## src/hdl/frlc_pkg.sv

```systemverilog
package frlc_pkg;

   localparam int RECORD_BYTES_DEF = 4;
   localparam int PAGE_SLOTS_DEF   = 128;

   localparam logic [7:0]  CRC_POLY    = 8'h31;
   localparam logic [7:0]  CRC_INIT    = 8'hFF;
   localparam logic [15:0] HALF_ERASED = 16'hFFFF;

   localparam logic [1:0] OP_SCAN   = 2'd0;
   localparam logic [1:0] OP_APPEND = 2'd1;
   localparam logic [1:0] OP_READ   = 2'd2;

   typedef struct packed {
      logic       busy;
      logic [7:0] crc;
   } crc_stat_type;

   // fold one byte into the CRC, MSB first
   function automatic logic [7:0] crc8_byte(input logic [7:0] c_in, input logic [7:0] b);
      logic [7:0] c;
      c = c_in ^ b;
      for (int i = 0; i < 8; i++) begin
         if (c[7]) begin
            c = {c[6:0], 1'b0} ^ CRC_POLY;
         end else begin
            c = {c[6:0], 1'b0};
         end
      end
      return c;
   endfunction

   // CRC of an erased record of n bytes
   function automatic logic [7:0] crc8_ones(input int n);
      logic [7:0] c;
      c = CRC_INIT;
      for (int i = 0; i < n; i++) begin
         c = crc8_byte(c, 8'hFF);
      end
      return c;
   endfunction

endpackage

```

## src/hdl/frlc_crc.sv

```systemverilog
module frlc_crc #(
   parameter int RECORD_BYTES = frlc_pkg::RECORD_BYTES_DEF
) (
   input  logic                      clock,
   input  logic                      reset,
   input  logic                      start,
   input  logic [8*RECORD_BYTES-1:0] data,
   output frlc_pkg::crc_stat_type    stat
);

   localparam int REC_BITS = 8 * RECORD_BYTES;
   localparam int CW       = $clog2(RECORD_BYTES + 1);

   logic                busy_ff, busy_in;
   logic [CW-1:0]       cnt_ff, cnt_in;
   logic [REC_BITS-1:0] sh_ff, sh_in;
   logic [7:0]          crc_ff, crc_in;

   // one record byte per cycle, byte 0 first
   always_comb begin
      busy_in = busy_ff;
      cnt_in  = cnt_ff;
      sh_in   = sh_ff;
      crc_in  = crc_ff;
      if (start) begin
         busy_in = 1'b1;
         cnt_in  = '0;
         sh_in   = data;
         crc_in  = frlc_pkg::CRC_INIT;
      end else if (busy_ff) begin
         crc_in = frlc_pkg::crc8_byte(crc_ff, sh_ff[7:0]);
         sh_in  = sh_ff >> 8;
         cnt_in = cnt_ff + CW'(1);
         if (cnt_ff == CW'(RECORD_BYTES - 1)) begin
            busy_in = 1'b0;
         end
      end
   end

   always_ff @(posedge clock) begin
      if (reset) begin
         busy_ff <= 1'b0;
         cnt_ff  <= '0;
      end else begin
         busy_ff <= busy_in;
         cnt_ff  <= cnt_in;
      end
      sh_ff  <= sh_in;
      crc_ff <= crc_in;
   end

   assign stat.busy = busy_ff;
   assign stat.crc  = crc_ff;

endmodule

```

## config.mk

```make
export PLATFORM = sky130hd
export DESIGN_NAME = frlc_crc
export DESIGN_NICKNAME = d
export VERILOG_FILES = /design/src/hdl/frlc_pkg.sv /design/src/hdl/frlc_crc.sv
export SDC_FILE = /design/constraint.sdc
export NUM_CORES = 1
export LEC_CHECK = 0
export ABC_AREA = 0
export ABC_CLOCK_PERIOD_IN_PS = 1940
export BUFFER_PORTS_ARGS = -buffer_cell sky130_fd_sc_hd__buf_2
export CELL_PAD_IN_SITES_DETAIL_PLACEMENT = 1
export CELL_PAD_IN_SITES_GLOBAL_PLACEMENT = 2
export CORE_ASPECT_RATIO = 0.7
export CORE_UTILIZATION = 35
export CTS_CLUSTER_SIZE = 14
export DETAILED_ROUTE_END_ITERATION = 10
export GPL_ROUTABILITY_DRIVEN = 0
export PLACE_DENSITY = 0.8
export SYNTH_ARGS = -nofsm -noshare
export SYNTH_HDL_FRONTEND = slang
export SYNTH_SLANG_ARGS = --single-unit
```

## constraint.sdc

```tcl
create_clock -name clock -period 1.94 [get_ports clock]
set_input_delay 0.388 -clock clock [delete_from_list [all_inputs] [get_ports clock]]
set_output_delay 0.388 -clock clock [all_outputs]
set_load 0.005 [all_outputs]
```

==> results.yml <==
run_status:
  outcome: "finished clean"
pwr:
  peakVddDrop_mv: 0.352
  p_comb_frac: 0.365
  power.density_nw_per_um2: 1150
  clkPwrFrac: 0.191
  netSwitchingFraction: 0.295
  p_int_w: 0.00200
  seqPwrFrac: 0.444
  p_leak_nw: 0.982
  design_power_total_w: 0.00284
  p_switching_w: 0.000836
clock_network:
  post-cts-setup-buffers: 0
  postCtsHoldBufs: 0
  clkLatencyLatePin_ns: 0.29
  cts.clk_slew.worst_paths_ns: 0.08
  htreeDepth: 2
  cts_root_buf: "clkbuf_8"
  cts_made_buffers: 5
  cts.sinks: 44
  cts_buffer_depth: 2
  ctsResizeCount: 0
  cts_tree: "yes"
routing:
  wirelength_mm: 3.76
  dr.first_iter.drc_count: 29
  vias: 1180
  drc: 0
  postRouteAntennaNets: 0
  drt_pre_antenna_iters: 2
  routedWlPerCell_um: 14.4
  routed_via_density: 4.52
floorplanning:
  fp.dieW_um: 94.2
  start_util: 0.364
  io_pins: 44
  rows: 23
  die_h_um: 66.6
  fp.dieArea_um2: 6270
  core_um2: 5730
finish:
  fin_nets: 223
  final_cells: 261
  num_antenna_cells: 0
  fill_cells: 589
  layout-drive-gt1-share: 0.452
  regArea_um2: 1200
  area_growth_pct: 18.6
  multi_input_area_um2: 816
yosys:
  yosys.area.top_type: "edfxtp_1"
  synthCells: 140
  avgSynthCellArea_um2: 14.9
  synth_nets: 177
  ys_ff_latch: 44
  synth_cell_types: 29
  syn_area_um2: 2080
  yosysSeqAreaShare: 0.577
  synth_top_cells_by_area: "edfxtp_1, mux2_2, dfxtp_1"
  yosysWarningCount: 0
  synth_top_area_frac: 0.461
timing:
  hold_viol: 0
  fin_ws_ns: 0.208
  drv_slew: 0
  clock_skew_ns: 0.00844
  finalCriticalPeriod_ns: 1.73
  rsz0062_at_grt: "false"
  setup_viol: 0
  tns_ns: 0
  tightestPinTransition_ns: 0.462
  fmax_ghz: 0.578
  post-route-period-util: 0.893
  slew_headroom: 0.692
job:
  drv_cap: 0
global_routing:
  groute.usage.overall: 0.136
  grt_antenna_before_repair: 0
  grt_pass1_vias: 1319
  grt_pass1_wl_mm: 6.24
  grt_max_degree: 34
  grt_overflow_total: 0
worst_setup_path:
  cp-start-kind: "register"
  cp.arrival_ns: 1.92
  timing.rr.end: "crc_ff[0]"
  crit_chain: "xnor2_2, xnor3_2, xnor2_1, and3_1, o21bai_2"
  worst_path_largest_cell_delay_ns: 0.51
  worst_r2r_path_depth: 5
  crit_slowest_cell: "xnor3_2"
  worstReg2RegStart: "sh_ff[6]"
  critPathLaunch: "sh_ff[6]"
  endpoint: "crc_ff[0]"
  endpoint_kind: "register"
  crit_fanout: 3
  rrSetupSlack_ns: 0.21
  critical_path_class: "register to register"
  cp.required_ns: 2.13
placed_design:
  placed_cells: 254
  place_ws_ns: 0.223
  dpl.hpwl_mm: 2.77
  io_buffers: 43
worst_hold_path:
  hold_path_class: "input pin to register"
-- cell usage in the layout (no fill, tap or decap), types with 5 or more instances in the layout --
cell type,synthesis,routed
nor2_1,5,5
clkbuf_8,1,5
mux2_2,24,24
dfxtp_1,12,12
xnor2_1,14,14
a21oi_1,6,6
edfxtp_1,32,32
buf_2,0,43
and2_1,8,8
-- worst max-delay path, delay by kind of cell, from the launching register on --
kind / cells / cell delay [ns]
AO/OA/AOI/OAI: 1 / 0.06
AND/OR/NAND/NOR: 1 / 0.20
XOR/XNOR: 3 / 0.94
flip-flops: 1 / 0.42
-- per-layer routing --
metal | vias to the layer above | wire (um) | track usage
met5 | - | 0 | 0
met4 | 0 | 27 | 0.0346
met3 | 4 | 228 | 0.0468
met2 | 32 | 1830 | 0.237
met1 | 563 | 1680 | 0.159
li1 | 581 | - | -
-- worst min-delay path by stage --
stage	depth (start not counted)	to	from	slack (ns)
final	2	busy_ff	reset	0.32
after global routing	2	busy_ff	reset	0.32
after detailed placement	2	cnt_ff[2]	cnt_ff[2]	0.51
after global placement	2	cnt_ff[2]	cnt_ff[2]	0.49
after floorplan	1	busy_ff	reset	0.46
after CTS	2	busy_ff	reset	0.30
-- flip-flops by register name, indices dropped and copies added, names as in the netlist --
name / count
sh_ff: 32
crc_ff: 8
busy_ff: 1
cnt_ff: 3
-- area by class of cell --
class	count	share of cell area
sequential	44	0.486
multi-input combinational	86	0.330
timing repair buffer	47	0.109
tap	75	0.0380
clock buffer	5	0.0279
clock inverter	2	0.00507
inverter	2	0.00304
-- synth_stat cells --
| library cell | count |
|---|---|
| xnor2_1 | 14 |
| clkbuf_1 | 4 |
| nor3_1 | 3 |
| or2_1 | 3 |
| buf_4 | 1 |
| buf_6 | 2 |
| nor2_1 | 5 |
| edfxtp_1 | 32 |
| xor2_1 | 2 |
| ha_1 | 2 |
| dfxtp_1 | 12 |
| a21oi_1 | 6 |
| mux2_2 | 24 |
| and3_1 | 1 |
| or2_2 | 1 |
| xnor3_1 | 2 |
| nor2b_1 | 3 |
| a2bb2oi_1 | 1 |
| and2_1 | 8 |
| clkbuf_8 | 1 |
| mux2i_1 | 1 |
| xnor2_2 | 2 |
| xor2_2 | 1 |
| nand2b_1 | 2 |
| a2111oi_0 | 1 |
| o21bai_2 | 1 |
| xnor3_2 | 1 |
| xor3_1 | 2 |
| inv_1 | 2 |
-- cells by family (layout without fill, tap and decap cells) --
kind of cell,after synthesis,after routing,synth area share
DFF,44,44,0.577
and+or+nand+nor,26,26,0.0703
muxes,25,25,0.135
xor gates and xnor gates,24,24,0.147
buffers and inverters,10,56,0.0318
AOI/OAI and AO/OA,9,9,0.0282
adders and majority gates,2,2,0.0120
-- power groups by stage --
| stage | logic (W) | clock network (W) | registers, W |
|---|---|---|---|
| 4_1_cts | 0.00106 | 0.000566 | 0.00126 |
| 2_1_floorplan | 0.000817 | 0 | 0.00126 |
| 3_5_place_dp | 0.00104 | 0 | 0.00128 |
| 6_report | 0.00104 | 0.000541 | 0.00126 |
| 5_1_grt | 0.00114 | 0.000610 | 0.00128 |
| 3_3_place_gp | 0.000997 | 0 | 0.00127 |
-- per-stage QoR --
| stage | util | instance area [um^2] | hold slack, ns |
|---|---|---|---|
| 3_5_place_dp | 0.417 | 2390 | 0.506 |
| 3_3_place_gp | 0.417 | 2390 | 0.490 |
| 4_1_cts | 0.431 | 2470 | 0.303 |
| 5_1_grt | 0.431 | 2470 | 0.325 |
| 6_report | 0.431 | 2470 | 0.316 |
| 2_1_floorplan | - | 2080 | 0.460 |
Note: power is estimated with default switching activity, not from simulation.
